===== src/rtl/ttgw_ram.sv =====
// ----------------------------------------------------------------------------
// ttgw_ram: generic single-port RAM
// One read or write address per cycle, registered read data.
// ----------------------------------------------------------------------------
`default_nettype none

module ttgw_ram #(
  parameter int WIDTH = 8,
  parameter int DEPTH = 256
) (
  input  wire logic                     clk,
  input  wire logic                     we,
  input  wire logic                     re,
  input  wire logic [$clog2(DEPTH)-1:0] addr,
  input  wire logic [WIDTH-1:0]         wdata,
  output      logic [WIDTH-1:0]         rdata
);

  logic [WIDTH-1:0] mem [DEPTH];

  always_ff @(posedge clk) begin
    if (we) begin
      mem[addr] <= wdata;
    end
    if (re) begin
      rdata <= mem[addr];
    end
  end

endmodule

`default_nettype wire


===== config.mk =====
export PLATFORM = sky130hd
export DESIGN_NAME = ttgw_ram
export DESIGN_NICKNAME = d
export VERILOG_FILES = /design/src/rtl/ttgw_ram.sv
export SDC_FILE = /design/constraint.sdc
export NUM_CORES = 2
export LEC_CHECK = 0
export BUFFER_PORTS_ARGS = -buffer_cell sky130_fd_sc_hd__buf_4
export CELL_PAD_IN_SITES_DETAIL_PLACEMENT = 1
export CELL_PAD_IN_SITES_GLOBAL_PLACEMENT = 1
export CORE_AREA = 2 2 378 380
export CTS_CLUSTER_SIZE = 24
export DETAILED_ROUTE_END_ITERATION = 8
export DIE_AREA = 0 0 380 382
export GPL_ROUTABILITY_DRIVEN = 0
export PLACE_DENSITY_LB_ADDON = 0.1
export SLEW_MARGIN = 20
export SYNTH_ARGS = -nofsm -noshare
export SYNTH_HDL_FRONTEND = slang
export SYNTH_SLANG_ARGS = --single-unit

===== constraint.sdc =====
create_clock -name clk -period 5.65 [get_ports clk]
set_clock_uncertainty 0.1 [all_clocks]
set_input_delay 1.13 -clock clk [delete_from_list [all_inputs] [get_ports clk]]
set_output_delay 1.13 -clock clk [all_outputs]
set_load 0.01 [all_outputs]

==> metrics.md <==
| Metric | Value |
|---|---|
| Syn nets | approximately 3600 |
| Relative slew slack | 23.4% |
| Worst Tran Pin Value | ~1100 ps |
| Initial core utilization | 55.8% |
| Worst reg2reg endpoint | rdata[4] |
| H-tree levels | 4 |
| Layout cells sized above 1 | 25.2% |
| # resized after CTS | 0 |
| TritonCTS clock tree | built |
| Max_cap viols | 0 |
| Avg Synthesized Cell Area | 22.2 um2 |
| All-Layer GR Usage | 28.2% |
| Port-buffer cells | 26 |
| Die Span Y | 382 um |
| Final Cycle Share | 75.7% |
| DRC | 0 |
| Power density over cell area | between 300 and 400 nW/um2 |
| Die Wd | between 300 and 400 um |
| Row cnt | 138 |
| Nets@finish | ~3700 |
| Register area share after synthesis | 78.6% |
| Reg2Reg Depth | 6 |
| Storage cell area | 61700 um2 |
| Largest family of logic cells by synthesized area | multiplexers |
| Post-CTS setup buffers | 0 |
| I/O Pins | 27 |
| CP max FO | 66 |
| Critical path class | in -> reg |
| Vias in the first global route | 39800 |
| Cell count after synthesis | 3547 |
| Achievable frequency | between 0.2 and 0.25 GHz |
| Reg clk slew, reported paths | ~60 ps |
| Pleak | 0.0267 uW |
| DRT Wirelength | ~200 mm |
| Status | finished clean |
| Setup TNS | 0 ps |
| Maximum number of pins on one net before global-route repair | 169 |
| Critical path arrival | 4710 ps |
| Fillers | between 10000 and 15000 |
| CP Capture Type | flip-flop |
| Hold Crit Endpoint | rdata[0] |
| Synth unique cells | 21 |
| Commonest non-fill, non-tap cells in the layout | 2056 x edfxtp_1, 512 x mux4_2, 256 x a22oi_1 |
| Compound-cell area share of the yosys netlist | 3.62% |
| #FFs+latches synth | 2056 |
| Startpoint class of the critical path | primary input |
| Multiplexer share of the synthesized area | 14.7% |
| Worst hold slack | 619 ps |
| Largest area contributor in the netlist | edfxtp_1 |
| RSZ-0062 raised after global routing | false |
| Setup Viol. Count Final | 0 |
| Ranking of synthesized cells by area | edfxtp_1 79%, mux4_2 15%, a22oi_1 2.4% |
| GR Overflow Total | 0 |
| Clk sink count | 2056 |
| Worst reg2reg startpoint | mem[9][4] |
| Vias | 37600 |
| Area grow syn2layout | 11.7% |
| Post-synthesis adder-cell area fraction | 0% |
| Synth Area in XOR/XNOR | 0% |
| Synth warn | 0 |
| R2R Setup Slk | 2540 ps |
| Crit path time final | 4280 ps |
| DP HPWL | between 100 and 150 mm |
| DR WL/cell | 34.9 um |
| Hold Startpoint | re |
| CTS Buf Count | 203 |
| Core ar. | 141000 um2 |
| Clock Tree Root | clkbuf_16 |
| DRT iter0 DRCs | 4050 |
| First-pass GRT wire length | 292 mm |
| Hold Path Class | in -> reg |
| Hold Crit Depth | 1 |
| CTS Hold Bufs | 0 |
| Clock Tree Buf Depth | 3 |
| Post-Synth Simple-Gate Area | 1.73% |
| VDD IR max | 0.311 mV |
| Initial antenna violation count | 6 |
| Max-slew violation count | 0 |
| Drt first pass iters | 8 |
| Final Hold Fails | 0 |
| Worst EP required | between 6000 and 7000 ps |
| Post-detailed-route count of antenna-violating nets | 0 |
| Total die area | roughly 150000 um2 |
| Total Power | 31000 uW |
| Leading cell type in the layout, fill and taps excluded | edfxtp_1 |
| Multi-input logic area | 15800 um2 |
| Core Util, Final | 62.3% |
| Worst skew pair latency | 840 ps |
| Synth top area share | 78.6% |
| Post-synthesis cell area | a little under 80000 um2 |
| DR vias/cell | 6.55 |
[stage by stage]
stage / setup slack [ps] / instances / area, um2
after floorplan: 2200 / 3547 / 78600
after global routing: 1250 / 5740 / 87800
final: 1370 / 5741 / 87800
after detailed placement: 510 / 5378 / 81600
after global placement: 245 / 5377 / 81500
after CTS: 1370 / 5739 / 87700
[sequential cells by signal, summed over array words and instances, names as in the netlist]
register	cells
rdata	8
mem	2048
[layout make-up]
cell class / instances / share of cell area (%)
inverter: 1 / 0.00428
sequential: 2056 / 70.3
antenna: 1 / 0.00285
timing repair buffer: 174 / 1.91
multi-input combinational: 1258 / 18.0
tap: 1890 / 2.69
clock inverter: 109 / 0.932
clock buffer: 252 / 6.12
[worst max-delay path, cell delays in order]
cell and delay [ps]:
buf_8 660, buf_12 330, buf_4 320, mux4_2 540, a22oi_1 330, a21oi_1 230, o41ai_1 740, buf_4 270
nand4_1 90
[synth_stat cells]
cell,count
buf_4,16
and2_1,3
nor2_1,232
mux4_2,512
o41ai_1,32
nand2_1,28
nor2b_1,7
edfxtp_1,2056
nand2b_1,6
or2_2,2
nor3_1,30
or3_1,1
buf_2,36
nand4_1,8
nand3_1,13
a22oi_1,256
clkbuf_1,145
buf_6,16
a21oi_1,128
buf_1,19
inv_1,1
[where the power goes]
part	internal [uW]	switching (uW)	total [uW]	leakage, uW
Clock	7190	5550	12700	0.00304
Combinational	494	940	1430	0.00516
Sequential	16800	24.3	16900	0.0185
Total	24500	6520	31000	0.0267
[per-layer routing]
layer	vias to the layer above	part of all wire [%]	track usage [%]
li1	15400	-	-
met1	20300	39	38.6
met2	1551	49	44.7
met3	347	8.4	7.11
met4	8	3.7	10.0
met5	-	0.023	0
[how the worst max path moves through the flow]
stage             from          end  slack, ps  depth (start not counted)
2_1_floorplan  addr[1]  mem[111][0]       2200                          9
5_1_grt        addr[0]     rdata[4]       1250                          9
3_5_place_dp   addr[0]     rdata[4]        510                          9
6_report       addr[0]     rdata[4]       1370                          9
4_1_cts        addr[0]     rdata[4]       1370                          9
3_3_place_gp   addr[0]     rdata[2]        240                          7
[logic make-up (layout without fill, tap and decap cells)]
family / after synthesis / count (layout)
AO/OA/AOI/OAI: 416 / 416
buffers and inverters: 233 / 536
flip-flops: 2056 / 2056
multiplexers: 512 / 512
other: 0 / 1
AND/OR/NAND/NOR: 330 / 330
No activity file was read; power rests on OpenSTA's default activity.
