--- config.mk ---
export PLATFORM = sky130hd
export DESIGN_NAME = ttgw_addr
export DESIGN_NICKNAME = d
export VERILOG_FILES = /design/src/rtl/ttgw_pkg.sv /design/src/rtl/ttgw_addr.sv
export SDC_FILE = /design/constraint.sdc
export NUM_CORES = 1
export LEC_CHECK = 0
export BUFFER_PORTS_ARGS = -buffer_cell sky130_fd_sc_hd__buf_2
export CORE_MARGIN = 3
export CORE_UTILIZATION = 60
export DETAILED_ROUTE_END_ITERATION = 8
export GPL_ROUTABILITY_DRIVEN = 0
export PLACE_DENSITY = 0.95
export SLEW_MARGIN = 20
export SYNTH_ARGS = -nofsm -noshare
export SYNTH_HDL_FRONTEND = slang
export SYNTH_SLANG_ARGS = --single-unit
--- constraint.sdc ---
create_clock -name vclk -period 8.2
set_input_delay 0.82 -clock vclk [all_inputs]
set_output_delay 0.82 -clock vclk [all_outputs]
set_load 0.02 [all_outputs]
--- src/rtl/ttgw_pkg.sv ---
// ----------------------------------------------------------------------------
// ttgw_pkg: shared types and constants for the text terminal grid writer
// Grid geometry, character codes, sequencer states and inter-module structs.
// ----------------------------------------------------------------------------
`default_nettype none

package ttgw_pkg;

  localparam int GRID_COLS  = 74;
  localparam int GRID_ROWS  = 28;
  localparam int CELL_COUNT = GRID_COLS * GRID_ROWS;

  localparam int COL_W  = 7;
  localparam int ROW_W  = 5;
  localparam int CHAR_W = 8;
  localparam int ADDR_W = $clog2(CELL_COUNT);

  localparam int TAB_STEP = 8;

  localparam logic [CHAR_W-1:0] CH_BS    = 8'd8;
  localparam logic [CHAR_W-1:0] CH_TAB   = 8'd9;
  localparam logic [CHAR_W-1:0] CH_LF    = 8'd10;
  localparam logic [CHAR_W-1:0] CH_CR    = 8'd13;
  localparam logic [CHAR_W-1:0] CH_ESC   = 8'd27;
  localparam logic [CHAR_W-1:0] CH_SPACE = 8'h20;
  localparam logic [CHAR_W-1:0] CH_LBRK  = 8'h5B;
  localparam logic [CHAR_W-1:0] CH_FINLO = 8'h40;
  localparam logic [CHAR_W-1:0] CH_FINHI = 8'h7E;

  localparam logic KIND_BYTE = 1'b0;
  localparam logic KIND_READ = 1'b1;

  typedef enum logic [2:0] {
    ST_CLEAR,
    ST_IDLE,
    ST_EXEC,
    ST_READ,
    ST_SCROLL,
    ST_DONE
  } ttgw_state_t;

  typedef enum logic [1:0] {
    ESC_NONE = 2'd0,
    ESC_SEEN = 2'd1,
    ESC_CSI  = 2'd2
  } ttgw_esc_t;

  // logical cell position, before the row rotation
  typedef struct packed {
    logic [ROW_W-1:0] row;
    logic [COL_W-1:0] col;
  } ttgw_cell_t;

  typedef struct packed {
    logic              we;
    logic              re;
    logic [CHAR_W-1:0] wdata;
  } ttgw_mem_t;

endpackage

`default_nettype wire

--- src/rtl/ttgw_addr.sv ---
// ----------------------------------------------------------------------------
// ttgw_addr: shared cell address unit
// Rotates the logical row by the top-row pointer and flattens row/col.
// ----------------------------------------------------------------------------
`default_nettype none

module ttgw_addr import ttgw_pkg::*; (
  input  wire ttgw_cell_t       pos,
  input  wire logic [ROW_W-1:0] top_row,
  output      logic [ADDR_W-1:0] addr
);

  logic [ROW_W:0]   sum;
  logic [ROW_W-1:0] phys;

  always_comb begin
    sum = {1'b0, pos.row} + {1'b0, top_row};
    if (sum >= (ROW_W+1)'(GRID_ROWS)) begin
      phys = ROW_W'(sum - (ROW_W+1)'(GRID_ROWS));
    end else begin
      phys = sum[ROW_W-1:0];
    end
    addr = ADDR_W'(phys) * ADDR_W'(GRID_COLS) + ADDR_W'(pos.col);
  end

endmodule

`default_nettype wire

==> results.sh, run 1 <==
export IMPL_seq_area_frac_synth_pct=0
export IMPL_grt_pass1_wl_um=3429
export IMPL_relSlewSlack_pct=76.55
export IMPL_cts_resized=0
export IMPL_yosysMostFrequentCell="ha_1"
export IMPL_rsz0062_at_grt="no"
export IMPL_netlist_instances=119
export IMPL_drt_initial_drc_count=11
export IMPL_fin_crit_ps=6062
export IMPL_whs_ps=1640
export IMPL_tightest_slew_ps=348.5
export IMPL_core_um2=1415
export IMPL_hold_violations=0
export IMPL_first_pass_iters=4
export IMPL_yosysTopAreaCell="ha_1"
export IMPL_synth_top_area_share_pct=34.70
export IMPL_synth_area_leaders="ha_1 35%, xnor2_1 9.0%, fa_1 4.1%, nor2_1 3.9%, o21a_1 3.9%"
export IMPL_syn_nets=165
export IMPL_hold_path_class="input pin to output port"
export IMPL_antenna_cells=0
export IMPL_layout_drive_gt1_share_pct=22.76
export IMPL_cp_required_ps=7380
export IMPL_vias=957
export IMPL_seq_cell_count=0
export IMPL_crit_fanout=5
export IMPL_antenna_found_initial=0
export IMPL_status="finished clean"
export IMPL_routed_wl_um=2064
export IMPL_drc=0
export IMPL_ios=29
export IMPL_first_global_vias=887
export IMPL_setup_viol=0
export IMPL_ant_nets=0
export IMPL_synth_warnings=0
export IMPL_cp_arrival_ps=5240
export IMPL_dpl_instance_area_um2=1120
export IMPL_syn2layout_area_growth_pct=15.04
export IMPL_syn_avg_cell_area_um2=8.180
export IMPL_gr_total_overflow=0
export IMPL_slew_viol_final=0
export IMPL_gr_usage_all_layers_pct=20.72
export IMPL_ctsHoldBuffers=0
export IMPL_num_nets_final=193
export IMPL_drv_cap=0
export IMPL_start_util_pct=68.79
export IMPL_dp_hpwl_um=1827
export IMPL_post_cts_repair_setup_buffers=0
export IMPL_dp_slack_ps=2177
export IMPL_fmax_ghz=0.1649
export IMPL_fin_crit_sh_pct=73.93
export IMPL_register_area_um2=0
export IMPL_die_w_um=46.28
export IMPL_rows=13
export IMPL_syn_cell_area_um2=973.4
export IMPL_die_h_um=46.28
export IMPL_synth_top_cells_by_count="27 x ha_1, 10 x nor2_1, 10 x xnor2_1, 9 x inv_1"
export IMPL_cp_start_kind="input pin"
export IMPL_end_kind="output port"
export IMPL_clock_buffers=0
export IMPL_viasPerCell=5.981
export IMPL_yosysUniqueCellTypes=34
export IMPL_setup_tns_ps=0
export IMPL_die_area_um2=2142
export IMPL_port_buffers=27
export IMPL_grt_max_degree=8
export IMPL_critical_path_class="input pin to output port"
export IMPL_setup_ws_ps=2138
export IMPL_finish_instance_area_um2=1120
export IMPL_wire_per_inst_um=12.90
-- stage by stage --
stage | util [%] | std cells
global route | 79.13 | 160
detailed placement | 79.13 | 160
finish | 79.13 | 160
floorplan | - | 119
CTS | 79.13 | 160
global placement | 79.13 | 160
-- layer usage --
| layer | track usage [%] | up-vias | part of all wire, % |
|---|---|---|---|
| li1 | - | 494 | - |
| met2 | 43.96 | 27 | 54 |
| met5 | 0 | - | 0 |
| met3 | 0 | 2 | 3.2 |
| met1 | 23.06 | 434 | 42 |
| met4 | 1.136 | 0 | 0.63 |
-- worst max-delay path, stage by stage --
cell and delay, ps:
buf_2 80, ha_1 170, inv_1 60, fa_1 400
nand2b_1 170, a21oi_2 190, xor2_2 270, a21oi_1 180
xnor2_1 330, ha_1 210, ha_1 230, ha_1 290
ha_1 370, xor2_1 170, ha_1 310, o21ai_0 90
nand2b_1 110, nand3_1 150, nor4_1 300, a211o_1 170
buf_2 160
-- cell type report --
cell class	count	area [um2]
tap	15	18.77
fill	107	295.3
multi-input combinational	109	932.1
timing repair buffer	27	135.1
inverter	9	33.78
-- logic make-up (layout without fill, tap and decap cells) --
group           after synthesis  in the layout  share of synthesized area (%)
compound gates               35             35                          26.09
fa+ha+maj                    29             29                          38.82
simple gates                 28             28                          14.14
xor+xnor                     14             14                          13.37
buf+inv                      10             36                          4.242
mux                           3              3                          3.342
-- placed cells by master, fill, tap and decap left out, types with 5 or more instances in the layout --
cell | netlist | layout
ha_1 | 27 | 27
buf_2 | 0 | 27
nor2_1 | 10 | 10
xnor2_1 | 10 | 10
inv_1 | 9 | 9
a21oi_1 | 7 | 7
o21ai_0 | 7 | 7
o21a_1 | 5 | 5
-- worst paths after layout --
path | depth (start not counted) | to | slack, ps | from
setup / recovery | 21 | addr[11] | 2140 | pos[7]
hold / removal | 0 | addr[0] | 1640 | pos[0]
Power of run 1 is left out: the tool's default activity adds up to more than one toggle a clock period on the data nets, which glitch-free logic cannot reach.
==> inputs of run 2 (changes only) <==
CORE_UTILIZATION = 50   (was 60)
PLACE_DENSITY = 0.91   (was 0.95)
clock period = 5.1 ns   (was 8.2 ns; I/O delays follow)
==> run 2 against run 1 <==
Compared with the run above: cell count increased by 17%; cell area increased by 23%; routed wire length increased by 36%; worst hold slack got worse by 620 ps; die area increased by 17%; critical path depth unchanged; first-iteration DRC count increased by 18%; global-route usage decreased by 1.5 points; highest routed layer unchanged.
==> results.sh, run 2 (synthesis gave the netlist of run 1 again) <==
export IMPL_crit_slowest_cell="fa_2"
export IMPL_gr_total_overflow=0
export IMPL_wire_per_inst_um=14.98
export IMPL_cp_start_kind="input pin"
export IMPL_cpPeakStageDelay_ps=370
export IMPL_cp_cell_sequence="buf_2 > ha_1 > inv_1 > fa_2 > nand2b_1 > a21oi_2 > xor2_2 > buf_4 > nor2_1 > nor2_2 > buf_4 > ha_1 > ha_1 > ha_1 > buf_4 > xnor2_1 > a221o_1 > nand3_2 > nor3_1 > a211o_1 > buf_2"
export IMPL_crit_fanout=5
export IMPL_port_buffers=27
export IMPL_ant_nets=0
export IMPL_routed_wl_um=2801
export IMPL_drv_cap=0
export IMPL_slew_viol_final=0
export IMPL_whs_ps=1020
export IMPL_worst_path_most_repeated_cell="ha_1"
export IMPL_fin_crit_ps=5034
export IMPL_grt_max_degree=7
export IMPL_first_pass_iters=4
export IMPL_critical_path_class="input pin to output port"
export IMPL_final_cell_mix="26 x buf_2, 22 x ha_1, 18 x buf_4"
export IMPL_relSlewSlack_pct=79.06
export IMPL_cp_arrival_ps=4520
export IMPL_path_delay_family="adder cells"
export IMPL_vias=1055
export IMPL_core_um2=1783
export IMPL_syn2layout_area_growth_pct=41.64
export IMPL_start_util_pct=54.60
export IMPL_final_cells=187
export IMPL_setup_viol=0
export IMPL_clock_buffers=0
export IMPL_antenna_cells=0
export IMPL_num_nets_final=210
export IMPL_setup_ws_ps=66.24
export IMPL_drt_initial_drc_count=13
export IMPL_end_kind="output port"
export IMPL_cp_required_ps=4590
export IMPL_status="finished clean"
export IMPL_seq_cell_count=0
export IMPL_register_area_um2=0
export IMPL_tightest_slew_ps=312.7
export IMPL_hold_violations=0
export IMPL_layout_drive_gt1_share_pct=41.36
export IMPL_fin_crit_sh_pct=98.70
export IMPL_die_w_um=50.13
export IMPL_die_area_um2=2513
export IMPL_gr_usage_all_layers_pct=19.26
export IMPL_die_h_um=50.13
export IMPL_hold_path_class="input pin to output port"
export IMPL_ctsHoldBuffers=0
export IMPL_drc=0
export IMPL_ios=29
export IMPL_viasPerCell=5.642
export IMPL_grt_pass1_wl_um=4029
export IMPL_layout_cells_most_common="buf_2"
export IMPL_rows=15
export IMPL_dp_hpwl_um=2018
export IMPL_first_global_vias=1054
export IMPL_antenna_found_initial=0
export IMPL_crit_buf_inv=6
export IMPL_fmax_ghz=0.1987
export IMPL_dp_slack_ps=-106.0
export IMPL_place_inst=183
[run 2: changes by cell type in the layout (fill, tap and decap cells not counted), sizes merged]
cell	previous run	this run
buf	27	44
[run 2: metrics by stage]
stage | TNS, ps | instance area (um2) | util, %
final | 0 | 1379 | 77.33
after global routing | -300.5 | 1379 | 77.33
after detailed placement | -246.1 | 1230 | 68.98
after global placement | 0 | 1230 | 68.98
after CTS | 0 | 1249 | 70.04
after floorplan | 0 | 973.4 | -
[run 2: final cells by class]
| class | count | area [um2] |
|---|---|---|
| multi-input combinational | 109 | 1049 |
| fill | 129 | 404.1 |
| timing repair buffer | 44 | 265.3 |
| inverter | 9 | 33.78 |
| tap | 25 | 31.28 |
[run 2: layer usage]
metal	GRT usage [%]	vias to the layer above	routed length, um
met4	2.765	0	48
met2	41.09	29	1616
li1	-	524	-
met5	0	-	0
met1	19.86	496	1026
met3	1.208	6	109
[run 2: what timing repair did]
action | CTS | global route
setup buffers | 2 | 2
gates resized for setup | 2 | 20
endpoints found under the hold margin | 0 | 0
endpoints found under the setup margin | 4 | 5
pin swaps | 3 | 8
cloned | 0 | 0
[run 2: final timing paths]
kind | from | end | slack, ps | cells past startpoint
worst max-delay path | pos[7] | addr[11] | 70 | 21
worst min-delay path | pos[0] | addr[0] | 1020 | 0
Power of run 2 is left out for the same reason.
==> inputs of run 3 (changes only) <==
RECOVER_POWER = 25   (was not set)
clock period = 4.6 ns   (was 5.1 ns; I/O delays follow)
==> run 3 against run 2 <==
Compared with the run above: the run now fails in clock tree synthesis; area after synthesis stayed put; synthesized cell count unchanged.
==> results.sh, run 3 <==
export IMPL_status="aborted with a tool error"
export IMPL_lastStage="clock tree synthesis"
export IMPL_error="[ERROR DPL-0033] detailed placement checks failed during check placement."
export IMPL_synth_compound_area_share_pct=26.09
export IMPL_synthSimpleGateAreaFrac_pct=14.14
export IMPL_port_buffers=27
export IMPL_synth_xor_area_share_pct=13.37
export IMPL_syn_avg_cell_area_um2=8.180
export IMPL_syn_cell_area_um2=973.4
export IMPL_synth_area_leaders="ha_1 35%, xnor2_1 9.0%, fa_1 4.1%, nor2_1 3.9%, o21a_1 3.9%"
export IMPL_synth_top_cells_by_count="27 x ha_1, 10 x nor2_1, 10 x xnor2_1, 9 x inv_1"
export IMPL_start_util_pct=54.60
export IMPL_cts_resized=53
export IMPL_synth_top_family_by_area="adder cells"
export IMPL_post_cts_repair_setup_buffers=7
export IMPL_yosysTopAreaCell="ha_1"
export IMPL_place_inst=200
export IMPL_die_h_um=50.13
export IMPL_seq_area_frac_synth_pct=0
export IMPL_yosysMostFrequentCell="ha_1"
export IMPL_synth_warnings=0
export IMPL_synth_fa_ha_area_share_pct=38.82
export IMPL_muxShareOfSynthArea_pct=3.342
export IMPL_synth_top_area_share_pct=34.70
export IMPL_ios=29
export IMPL_die_w_um=50.13
export IMPL_rows=15
export IMPL_ctsHoldBuffers=0
export IMPL_dp_hpwl_um=2469
export IMPL_netlist_instances=119
export IMPL_yosysUniqueCellTypes=34
export IMPL_syn_nets=165
-- run 3: per-stage QoR --
stage	hold WS, ps	cell area [um2]	setup WS [ps]	utilization [%]	TNS, ps
2_1_floorplan	1033	1010	-4.940	-	-4.940
3_3_place_gp	920.1	1394	-227.9	78.18	-818.9
3_5_place_dp	920.1	1394	-381.6	78.18	-1626
-- run 3: cells by family after synthesis --
| group | Yosys count |
|---|---|
| buffers and inverters | 10 |
| adder cells (fa/ha/maj) | 29 |
| AO/OA/AOI/OAI | 35 |
| AND/OR/NAND/NOR | 28 |
| multiplexers | 3 |
| XOR/XNOR | 14 |
==> inputs of run 4 (changes only) <==
CORE_AREA = 3 3 64 66   (was not set)
CORE_MARGIN = not set   (was 3)
CORE_UTILIZATION = not set   (was 50)
DIE_AREA = 0 0 67 69   (was not set)
PLACE_DENSITY = not set   (was 0.91)
PLACE_DENSITY_LB_ADDON = 0.15   (was not set)
clock period = 6 ns   (was 4.6 ns; I/O delays follow)
==> run 4 against run 3 <==
Compared with the run above: the run now ends clean.
==> results.sh, run 4 (synthesis gave the netlist of run 1 again) <==
export IMPL_status="finished clean"
export IMPL_layout_cells_most_common="ha_1"
export IMPL_port_buffers=27
export IMPL_die_w_um=67
export IMPL_antenna_found_initial=0
export IMPL_tightest_slew_ps=328.2
export IMPL_fmax_ghz=0.1823
export IMPL_cp_start_kind="input pin"
export IMPL_die_h_um=69
export IMPL_first_pass_iters=4
export IMPL_grt_max_degree=8
export IMPL_fill_cells=418
export IMPL_wire_per_inst_um=9.663
export IMPL_drt_initial_drc_count=49
export IMPL_core_um2=3633
export IMPL_num_nets_final=193
export IMPL_register_area_um2=0
export IMPL_rsz0062_at_grt="no"
export IMPL_viasPerCell=4.684
export IMPL_vias=904
export IMPL_drc=0
export IMPL_slew_viol_final=0
export IMPL_layout_drive_gt1_share_pct=21.38
export IMPL_routed_wl_um=1865
export IMPL_start_util_pct=26.79
export IMPL_fin_crit_ps=5484
export IMPL_crit_fanout=5
export IMPL_post_cts_repair_setup_buffers=0
export IMPL_final_cell_mix="27 x ha_1, 25 x buf_2, 10 x nor2_1, 10 x xnor2_1, 9 x inv_1"
export IMPL_setup_viol=0
export IMPL_cp_arrival_ps=4880
export IMPL_hold_violations=0
export IMPL_rows=22
export IMPL_dp_hpwl_um=1711
export IMPL_hold_path_class="input pin to output port"
export IMPL_ios=29
export IMPL_relSlewSlack_pct=77.89
export IMPL_ant_nets=0
export IMPL_syn2layout_area_growth_pct=19.02
export IMPL_critical_path_class="input pin to output port"
export IMPL_setup_tns_ps=0
export IMPL_fin_crit_sh_pct=91.41
export IMPL_die_area_um2=4623
export IMPL_startpoint="pos[7]"
export IMPL_dp_slack_ps=464.4
export IMPL_first_global_vias=869
export IMPL_cts_resized=0
export IMPL_min_from="pos[0]"
export IMPL_setup_ws_ps=515.7
export IMPL_antenna_cells=0
export IMPL_ctsHoldBuffers=0
export IMPL_end_kind="output port"
export IMPL_seq_cell_count=0
export IMPL_dpl_instance_area_um2=1161
export IMPL_gr_usage_all_layers_pct=8.496
export IMPL_clock_buffers=0
export IMPL_cp_required_ps=5400
export IMPL_drv_cap=0
export IMPL_finish_instance_area_um2=1159
export IMPL_gr_total_overflow=0
export IMPL_grt_pass1_wl_um=3484
==> run 4: cell type report <==
type	count	area, um2	share of cell area [%]
repair buffers	27	132.6	11.45
well taps	48	60.06	5.184
inverters	9	33.78	2.916
multi-input cells	109	932.1	80.45
==> run 4: metal layers <==
layer | vias to the layer above | track usage [%] | share of wire (%)
met5 | - | 0 | 0
met4 | 0 | 0 | 0
met3 | 0 | 0 | 3.3
met2 | 13 | 15.39 | 48
met1 | 401 | 11.79 | 49
li1 | 490 | - | -
==> run 4: path summary, 6_finish.rpt <==
path	end	depth (start not counted)
setup / recovery	addr[10]	20
hold / removal	addr[0]	0
==> run 4: per-stage QoR <==
stage          cells  utilization (%)  hold WS, ps
2_1_floorplan    119                -         1313
3_3_place_gp     193            31.96         1200
6_report         193            31.89         1200
4_1_cts          193            31.96         1200
3_5_place_dp     193            31.96         1200
5_1_grt          193            31.89         1200
==> run 4: critical path, cell delays in order <==
cell and delay [ps]:
buf_2 80, ha_1 160, inv_1 60, fa_1 380, nand2b_1 170, a21oi_2 190
xor2_2 270, a21oi_1 170, xnor2_1 330, ha_1 220, ha_1 220, ha_1 270
ha_1 370, xor2_1 170, ha_1 310, nor2b_1 140, o21ai_0 290, nand3b_1 170
xor2_1 140, buf_2 180
Power of run 4 is left out for the same reason.
