**src/rtl/ttgw_pkg.sv**
```systemverilog
// ----------------------------------------------------------------------------
// ttgw_pkg: shared types and constants for the text terminal grid writer
// Grid geometry, character codes, sequencer states and inter-module structs.
// ----------------------------------------------------------------------------
`default_nettype none

package ttgw_pkg;

  localparam int GRID_COLS  = 74;
  localparam int GRID_ROWS  = 28;
  localparam int CELL_COUNT = GRID_COLS * GRID_ROWS;

  localparam int COL_W  = 7;
  localparam int ROW_W  = 5;
  localparam int CHAR_W = 8;
  localparam int ADDR_W = $clog2(CELL_COUNT);

  localparam int TAB_STEP = 8;

  localparam logic [CHAR_W-1:0] CH_BS    = 8'd8;
  localparam logic [CHAR_W-1:0] CH_TAB   = 8'd9;
  localparam logic [CHAR_W-1:0] CH_LF    = 8'd10;
  localparam logic [CHAR_W-1:0] CH_CR    = 8'd13;
  localparam logic [CHAR_W-1:0] CH_ESC   = 8'd27;
  localparam logic [CHAR_W-1:0] CH_SPACE = 8'h20;
  localparam logic [CHAR_W-1:0] CH_LBRK  = 8'h5B;
  localparam logic [CHAR_W-1:0] CH_FINLO = 8'h40;
  localparam logic [CHAR_W-1:0] CH_FINHI = 8'h7E;

  localparam logic KIND_BYTE = 1'b0;
  localparam logic KIND_READ = 1'b1;

  typedef enum logic [2:0] {
    ST_CLEAR,
    ST_IDLE,
    ST_EXEC,
    ST_READ,
    ST_SCROLL,
    ST_DONE
  } ttgw_state_t;

  typedef enum logic [1:0] {
    ESC_NONE = 2'd0,
    ESC_SEEN = 2'd1,
    ESC_CSI  = 2'd2
  } ttgw_esc_t;

  // logical cell position, before the row rotation
  typedef struct packed {
    logic [ROW_W-1:0] row;
    logic [COL_W-1:0] col;
  } ttgw_cell_t;

  typedef struct packed {
    logic              we;
    logic              re;
    logic [CHAR_W-1:0] wdata;
  } ttgw_mem_t;

endpackage

`default_nettype wire

```
**src/rtl/ttgw_if.sv**
```systemverilog
// ----------------------------------------------------------------------------
// ttgw_if: request and response channels of the terminal grid writer
// Valid/ready channels; a transaction moves when both are high at a clock edge.
// ----------------------------------------------------------------------------
`default_nettype none

interface ttgw_req_if import ttgw_pkg::*; ();
  logic             valid;
  logic             ready;
  logic             kind;
  logic [7:0]       byte_value;
  logic [ROW_W-1:0] read_row;
  logic [COL_W-1:0] read_col;

  modport source (output valid, kind, byte_value, read_row, read_col, input ready);
  modport sink   (input valid, kind, byte_value, read_row, read_col, output ready);
endinterface

interface ttgw_rsp_if import ttgw_pkg::*; ();
  logic              valid;
  logic              ready;
  logic [CHAR_W-1:0] cell_char;
  logic [COL_W-1:0]  cursor_col;
  logic [ROW_W-1:0]  cursor_row;

  modport source (output valid, cell_char, cursor_col, cursor_row, input ready);
  modport sink   (input valid, cell_char, cursor_col, cursor_row, output ready);
endinterface

`default_nettype wire

```
**src/rtl/ttgw_ctrl.sv**
```systemverilog
// ----------------------------------------------------------------------------
// ttgw_ctrl: terminal sequencer
// Byte decode, cursor and escape state, row rotation, clear sweeps and the
// result register.
// ----------------------------------------------------------------------------
`default_nettype none

module ttgw_ctrl import ttgw_pkg::*; (
  input  wire logic              clk,
  input  wire logic              rst,
  ttgw_req_if.sink               req,
  ttgw_rsp_if.source             rsp,
  output      ttgw_cell_t        cell_req,
  output      logic [ROW_W-1:0]  top_row,
  output      ttgw_mem_t         mem,
  input  wire logic [CHAR_W-1:0] rdata
);

  localparam logic [COL_W-1:0] LAST_COL = COL_W'(GRID_COLS - 1);
  localparam logic [ROW_W-1:0] LAST_ROW = ROW_W'(GRID_ROWS - 1);

  ttgw_state_t state, state_next;
  ttgw_esc_t   esc_phase, esc_next;

  logic [COL_W-1:0] col_pos, col_next;
  logic [ROW_W-1:0] row_pos, row_next;
  logic [COL_W-1:0] clr_col;
  logic [ROW_W-1:0] clr_row;
  logic             out_valid;

  // captured item
  logic              kind_r;
  logic [CHAR_W-1:0] byte_r;
  logic [ROW_W-1:0]  rrow;
  logic [COL_W-1:0]  rcol;
  logic [CHAR_W-1:0] cell_r;

  logic [CHAR_W-1:0] out_char;
  logic [COL_W-1:0]  out_col;
  logic [ROW_W-1:0]  out_row;

  logic             dec_wr;
  logic             dec_scroll;
  logic             adv;
  logic [COL_W:0]   tab_sum;
  logic             rd_ok;
  logic             accept;
  logic             load;

  assign accept = req.valid && req.ready;
  assign load   = (state == ST_DONE) && (!out_valid || rsp.ready);
  assign rd_ok  = (rrow < ROW_W'(GRID_ROWS)) && (rcol < COL_W'(GRID_COLS));

  assign rsp.valid      = out_valid;
  assign rsp.cell_char  = out_char;
  assign rsp.cursor_col = out_col;
  assign rsp.cursor_row = out_row;

  // byte decode
  always_comb begin
    col_next   = col_pos;
    row_next   = row_pos;
    esc_next   = esc_phase;
    dec_wr     = 1'b0;
    adv        = 1'b0;
    dec_scroll = 1'b0;
    tab_sum    = ({1'b0, col_pos} + (COL_W+1)'(TAB_STEP)) & ~(COL_W+1)'(TAB_STEP - 1);
    case (esc_phase)
      ESC_NONE: begin
        case (byte_r)
          CH_ESC: esc_next = ESC_SEEN;
          CH_CR:  col_next = '0;
          CH_LF: begin
            col_next = '0;
            adv      = 1'b1;
          end
          CH_BS: begin
            if (col_pos != '0) begin
              col_next = col_pos - COL_W'(1);
            end
          end
          CH_TAB: begin
            if (tab_sum >= (COL_W+1)'(GRID_COLS)) begin
              col_next = LAST_COL;
            end else begin
              col_next = tab_sum[COL_W-1:0];
            end
          end
          default: begin
            if (byte_r >= CH_SPACE) begin
              dec_wr = 1'b1;
              if (col_pos == LAST_COL) begin
                col_next = '0;
                adv      = 1'b1;
              end else begin
                col_next = col_pos + COL_W'(1);
              end
            end
          end
        endcase
      end
      ESC_SEEN: esc_next = (byte_r == CH_LBRK) ? ESC_CSI : ESC_NONE;
      default: begin
        if (byte_r >= CH_FINLO && byte_r <= CH_FINHI) begin
          esc_next = ESC_NONE;
        end
      end
    endcase
    if (adv) begin
      if (row_pos == LAST_ROW) begin
        dec_scroll = 1'b1;
      end else begin
        row_next = row_pos + ROW_W'(1);
      end
    end
  end

  // next state
  always_comb begin
    state_next = state;
    case (state)
      ST_CLEAR: begin
        if (clr_col == LAST_COL && clr_row == LAST_ROW) begin
          state_next = ST_IDLE;
        end
      end
      ST_IDLE: begin
        if (req.valid) begin
          state_next = ST_EXEC;
        end
      end
      ST_EXEC: begin
        if (kind_r == KIND_READ) begin
          state_next = ST_READ;
        end else if (dec_scroll) begin
          state_next = ST_SCROLL;
        end else begin
          state_next = ST_DONE;
        end
      end
      ST_READ:   state_next = ST_DONE;
      ST_SCROLL: begin
        if (clr_col == LAST_COL) begin
          state_next = ST_DONE;
        end
      end
      ST_DONE: begin
        if (load) begin
          state_next = ST_IDLE;
        end
      end
      default: state_next = ST_IDLE;
    endcase
  end

  // sequencer outputs
  always_comb begin
    req.ready = 1'b0;
    cell_req  = '{row: clr_row, col: clr_col};
    mem       = '{we: 1'b0, re: 1'b0, wdata: CH_SPACE};
    case (state)
      ST_CLEAR: mem.we = 1'b1;
      ST_IDLE:  req.ready = 1'b1;
      ST_EXEC: begin
        if (kind_r == KIND_READ) begin
          cell_req = '{row: rrow, col: rcol};
          mem.re   = rd_ok;
        end else begin
          cell_req  = '{row: row_pos, col: col_pos};
          mem.we    = dec_wr;
          mem.wdata = byte_r;
        end
      end
      ST_SCROLL: begin
        cell_req = '{row: LAST_ROW, col: clr_col};
        mem.we   = 1'b1;
      end
      default: ;
    endcase
  end

  always_ff @(posedge clk) begin
    if (rst) begin
      state     <= ST_CLEAR;
      col_pos   <= '0;
      row_pos   <= '0;
      esc_phase <= ESC_NONE;
      top_row   <= '0;
      clr_col   <= '0;
      clr_row   <= '0;
      out_valid <= 1'b0;
    end else begin
      state     <= state_next;
      out_valid <= (out_valid && !rsp.ready) || load;
      case (state)
        ST_CLEAR: begin
          if (clr_col == LAST_COL) begin
            clr_col <= '0;
            clr_row <= clr_row + ROW_W'(1);
          end else begin
            clr_col <= clr_col + COL_W'(1);
          end
        end
        ST_EXEC: begin
          if (kind_r == KIND_BYTE) begin
            col_pos   <= col_next;
            row_pos   <= row_next;
            esc_phase <= esc_next;
            clr_col   <= '0;
            if (dec_scroll) begin
              // oldest row becomes the new bottom row
              top_row <= (top_row == LAST_ROW) ? '0 : top_row + ROW_W'(1);
            end
          end
        end
        ST_SCROLL: clr_col <= clr_col + COL_W'(1);
        default: ;
      endcase
    end
  end

  always_ff @(posedge clk) begin
    if (accept) begin
      kind_r <= req.kind;
      byte_r <= req.byte_value;
      rrow   <= req.read_row;
      rcol   <= req.read_col;
    end
    if (state == ST_EXEC) begin
      cell_r <= '0;
    end else if (state == ST_READ) begin
      cell_r <= rd_ok ? rdata : '0;
    end
    if (load) begin
      out_char <= cell_r;
      out_col  <= col_pos;
      out_row  <= row_pos;
    end
  end

  a_col_range: assert property (@(posedge clk) disable iff (rst)
    col_pos < COL_W'(GRID_COLS))
    else $error("cursor column out of grid");

  a_row_range: assert property (@(posedge clk) disable iff (rst)
    row_pos < ROW_W'(GRID_ROWS) && top_row < ROW_W'(GRID_ROWS))
    else $error("cursor row or top row out of grid");

  a_port_excl: assert property (@(posedge clk) disable iff (rst)
    !(mem.we && mem.re))
    else $error("RAM read and write in the same cycle");

  a_no_accept_busy: assert property (@(posedge clk) disable iff (rst)
    accept |=> !req.ready && !load)
    else $error("item accepted while sequencer busy or result loaded too early");

endmodule

`default_nettype wire

```
**src/flat_wrapper.sv**
```systemverilog
// flat-port wrapper written by rule: the top's interface ports become plain ports
module ttgw_ctrl_flat import ttgw_pkg::*;
  (clk, rst, cell_req, top_row, mem, rdata, req_valid, req_kind, req_byte_value, req_read_row, req_read_col, req_ready, rsp_valid, rsp_cell_char, rsp_cursor_col, rsp_cursor_row, rsp_ready);
  ttgw_req_if req_i ();
  ttgw_rsp_if rsp_i ();
  input  wire logic clk;
  input  wire logic rst;
  output      ttgw_cell_t cell_req;
  output      logic [ROW_W-1:0] top_row;
  output      ttgw_mem_t mem;
  input  wire logic [CHAR_W-1:0] rdata;
  input wire logic [$bits(req_i.valid)-1:0] req_valid;
  input wire logic [$bits(req_i.kind)-1:0] req_kind;
  input wire logic [$bits(req_i.byte_value)-1:0] req_byte_value;
  input wire logic [$bits(req_i.read_row)-1:0] req_read_row;
  input wire logic [$bits(req_i.read_col)-1:0] req_read_col;
  output wire logic [$bits(req_i.ready)-1:0] req_ready;
  output wire logic [$bits(rsp_i.valid)-1:0] rsp_valid;
  output wire logic [$bits(rsp_i.cell_char)-1:0] rsp_cell_char;
  output wire logic [$bits(rsp_i.cursor_col)-1:0] rsp_cursor_col;
  output wire logic [$bits(rsp_i.cursor_row)-1:0] rsp_cursor_row;
  input wire logic [$bits(rsp_i.ready)-1:0] rsp_ready;
  assign req_i.valid = req_valid;
  assign req_i.kind = req_kind;
  assign req_i.byte_value = req_byte_value;
  assign req_i.read_row = req_read_row;
  assign req_i.read_col = req_read_col;
  assign req_ready = req_i.ready;
  assign rsp_valid = rsp_i.valid;
  assign rsp_cell_char = rsp_i.cell_char;
  assign rsp_cursor_col = rsp_i.cursor_col;
  assign rsp_cursor_row = rsp_i.cursor_row;
  assign rsp_i.ready = rsp_ready;
  ttgw_ctrl u_core (.clk(clk), .rst(rst), .req(req_i), .rsp(rsp_i), .cell_req(cell_req), .top_row(top_row), .mem(mem), .rdata(rdata));
endmodule
```
**config.mk**
```make
export PLATFORM = sky130hd
export DESIGN_NAME = ttgw_ctrl_flat
export DESIGN_NICKNAME = d
export VERILOG_FILES = /design/src/rtl/ttgw_pkg.sv /design/src/rtl/ttgw_if.sv /design/src/rtl/ttgw_ctrl.sv /design/src/flat_wrapper.sv
export SDC_FILE = /design/constraint.sdc
export NUM_CORES = 1
export LEC_CHECK = 0
export ABC_AREA = 1
export BUFFER_PORTS_ARGS = -buffer_cell sky130_fd_sc_hd__buf_2
export CAP_MARGIN = 10
export CORE_UTILIZATION = 45
export CTS_BUF_LIST = sky130_fd_sc_hd__clkbuf_8
export DETAILED_ROUTE_END_ITERATION = 8
export GPL_TIMING_DRIVEN = 0
export PLACE_DENSITY = 0.68
export SYNTH_ARGS = -nofsm -noshare
export SYNTH_HDL_FRONTEND = slang
export SYNTH_SLANG_ARGS = --single-unit
```
**constraint.sdc**
```tcl
create_clock -name clk -period 2.24 [get_ports clk]
set_input_delay 0.112 -clock clk [delete_from_list [all_inputs] [get_ports clk]]
set_output_delay 0.112 -clock clk [all_outputs]
set_load 0.02 [all_outputs]
```
==> out/metrics.cfg <==
[clock_tree]
cts_inserted_buffers=9
root_buffer=clkbuf_8
insertion_delay_ns=0.36
tritoncts=done
cts_htree_levels=3
cts.sinks=84
ctsLongestPathBuffers=2
path_clk_slew_ns=0.08

[floorplan]
rows=34
io_pins=82
die_area_sq_um=9690
die_w_microns=98.4
coreArea_sq_um=8850
die_h_microns=98.4
start_util_pct=47.3

[logic_synthesis]
synth_area_leader_cell=edfxtp_1
synth_nets=554
synth_top_family_by_area=simple AND/OR/NAND/NOR gates
synth-edff-count=41
yosys.area_share.simple_pct=26.6
yosysUniqueCellTypes=35
synth_area_leaders=edfxtp_1 29%, dfxtp_1 21%, nand2_1 9.2%
synthCells=511
yosys-top-cells-count=103 x nand2_1, 79 x nor2_1, 59 x inv_1, 43 x dfxtp_1, 41 x edfxtp_1
yosysSeqAreaShare_pct=50.0
synth_top_area_share_pct=29.4
syn_area_per_cell_sq_um=8.19
ys_async_sr_fraction_pct=0
synth_most_common_cell=nand2_1
syn-cell-area_sq_um=4180
synthMuxAreaShare_pct=0
yosys_warnings=0
synth_compound_gate_area_share_pct=10.8
yosys_register_bits=84
synth_fa_ha_area_share_pct=2.99
synth_top_flop_cell=dfxtp_1
synth-xor-area-share_pct=2.72

[worst_setup_path]
worstPathRequired_ns=2.13
cp_cell_sequence=inv_1 -> nor3_4 -> buf_4 -> inv_2 -> nor2_4 -> inv_2 -> o22ai_2 -> a21oi_1 -> buf_2
arrival_ns=1.93
worstSetupPathType=reg2out
cp-start-kind=flip-flop
crit_start=u_core.state[1]
cpMostUsedCell=inv_2
rr_startpoint=u_core.col_pos[3]
cp_slowest_cell=dfxtp_1
cp_slowest_stage_delay_ns=0.37
critical_path.endpoint_type=primary output
worstPathMaxFanout=8

[sta]
skew_ns=0.00956
period_minus_slack_ns=2.04
hold_viol=0
fin_crit_sh_pct=91.1
max_freq_mhz=490
worst_pin_slew_ns=0.601
drv_slew=0
setup_viol=0
fin_tns_setup_ns=0
rsz0062_at_grt=no
slew_headroom_pct=60.0

[finish]
seq_area_sq_um=2090
final_nets=681
diodes=0
fillCellCount=827
drive_gt1_share_pct=19.3
areaGrowthSynthToFinish_pct=27.4
utilization_pct=60.2
multi_input_area_sq_um=1820

[detailed_routing]
route.detailed.drc=3
vias=3886
drt_iter0_markers=220
routedWlPerCell_microns=14.3
ant_nets=0
vias_per_cell=5.17
drtPass1Iterations=7
routed_wirelength_microns=10700

[pwr]
ir_worst_vdd_mv=0.371
power_w=0.00293
cellLeakagePower_nw=2.38
powerDensity_nw_per_um2=550

[min_path]
worstHoldStart=rsp_ready
hold_class=in2reg

[global_route]
grt_max_degree=20
grt_use_total_pct=23.1
grt_pass1_wl_microns=17300
overflow=0
grt_pass1_vias=3699
antenna_found_initial=0

[status]
outcome=finished, violations left
violations=DRC

[placement]
hpwl_microns=7880
io_buffers=81
routabilityCongestion=0.920

[run]
max-cap-violations=0

-- repair_timing --
action                     in CTS  in global routing
hold endpoints to repair       32                  0
gates resized for setup         0                  2
setup endpoints to repair      11                  4
buffers inserted                2                  2
pin swaps                       1                  2
hold buffers                   30                  0
-- worst max-delay path, delay by kind of cell (launching register included) --
kind | cells | cell delay, ns
compound gates | 2 | 0.22
buf+inv | 5 | 0.62
flops | 1 | 0.37
simple gates | 2 | 0.38
-- final timing paths --
| check | end | slack [ns] | cells past startpoint |
|---|---|---|---|
| worst min-delay path | u_core.rsp.valid | 0.07 | 4 |
| worst max register to register | u_core.col_pos[0] | 0.37 | 8 |
| worst min register to register | u_core.rsp.cell_char[7] | 0.43 | 0 |
| worst max-delay path | cell_req[11] | 0.20 | 9 |
-- cell type report --
type	instances	area share, %
buffer	7	0.845
clock buffer	9	2.32
clock inverter	7	1.74
inverter	64	4.51
multi-input combinational	355	34.2
sequential	84	39.2
tap	108	2.54
timing repair buffer	117	14.6
-- cells in the final DEF, fill, tap and decap left out, types with 2 or more instances in the layout --
cell,Yosys,layout
a211oi_1,2,2
a21oi_1,36,35
buf_2,0,81
buf_4,0,4
buf_6,2,2
bufinv_16,0,2
clkbuf_1,5,4
clkbuf_8,0,9
dfxtp_1,43,43
dlygate4sd3_1,0,30
edfxtp_1,41,41
ha_1,10,10
inv_1,59,61
inv_2,5,5
nand2_1,103,103
nand3_1,39,39
nand4_1,10,10
nor2_1,79,78
nor2_2,1,2
nor2_4,3,3
nor3_1,8,8
nor3b_1,2,2
o211ai_1,3,3
o21ai_0,24,24
o221ai_1,7,7
o22ai_1,4,3
xnor2_1,3,3
xor2_1,10,10
-- stage by stage --
step / std cells / instance area [sq um] / setup slack [ns] / hold WS [ns]
2_1_floorplan: 511 / 4180 / 0.243 / 0.181
3_3_place_gp: 700 / 4720 / -0.514 / 0.289
3_5_place_dp: 702 / 4770 / 0.170 / 0.290
4_1_cts: 749 / 5300 / 0.00665 / 0.0499
5_1_grt: 751 / 5330 / 0.0410 / 0.0921
6_report: 751 / 5330 / 0.200 / 0.0651
-- report_power, final --
group	switching, W	total (W)	leakage (nW)	internal (W)
clock	0.000561	0.00119	0.112	0.000626
combinational	0.0000519	0.000124	1.53	0.0000716
sequential	0.00000802	0.00162	0.730	0.00161
total	0.000621	0.00293	2.38	0.00231
-- flip-flops by register name, summed over array words and instances (netlist names), 3 cells and up --
signal,count
u_core.state,3
u_core.rsp.cursor_col,7
u_core.rsp.cursor_row,5
u_core.rsp.cell_char,8
u_core.top_row,5
u_core.clr_row,5
u_core.byte_r,8
u_core.rcol,7
u_core.col_pos,7
u_core.rrow,5
u_core.cell_r,8
u_core.clr_col,7
u_core.row_pos,5
-- routing by layer --
layer	routed length [microns]	vias up	global-route usage (%)
li1	-	1958	-
met1	4630	1779	29.6
met2	5320	127	38.6
met3	558	22	4.82
met4	238	0	8.96
met5	0	-	0
-- logic make-up after synthesis --
| logic type | Yosys count |
|---|---|
| AO/OA/AOI/OAI | 79 |
| XOR/XNOR | 13 |
| adder cells (fa/ha/maj) | 10 |
| buffers and inverters | 72 |
| flip-flops | 84 |
| AND/OR/NAND/NOR | 253 |
Note: power is estimated with default switching activity, not from simulation.
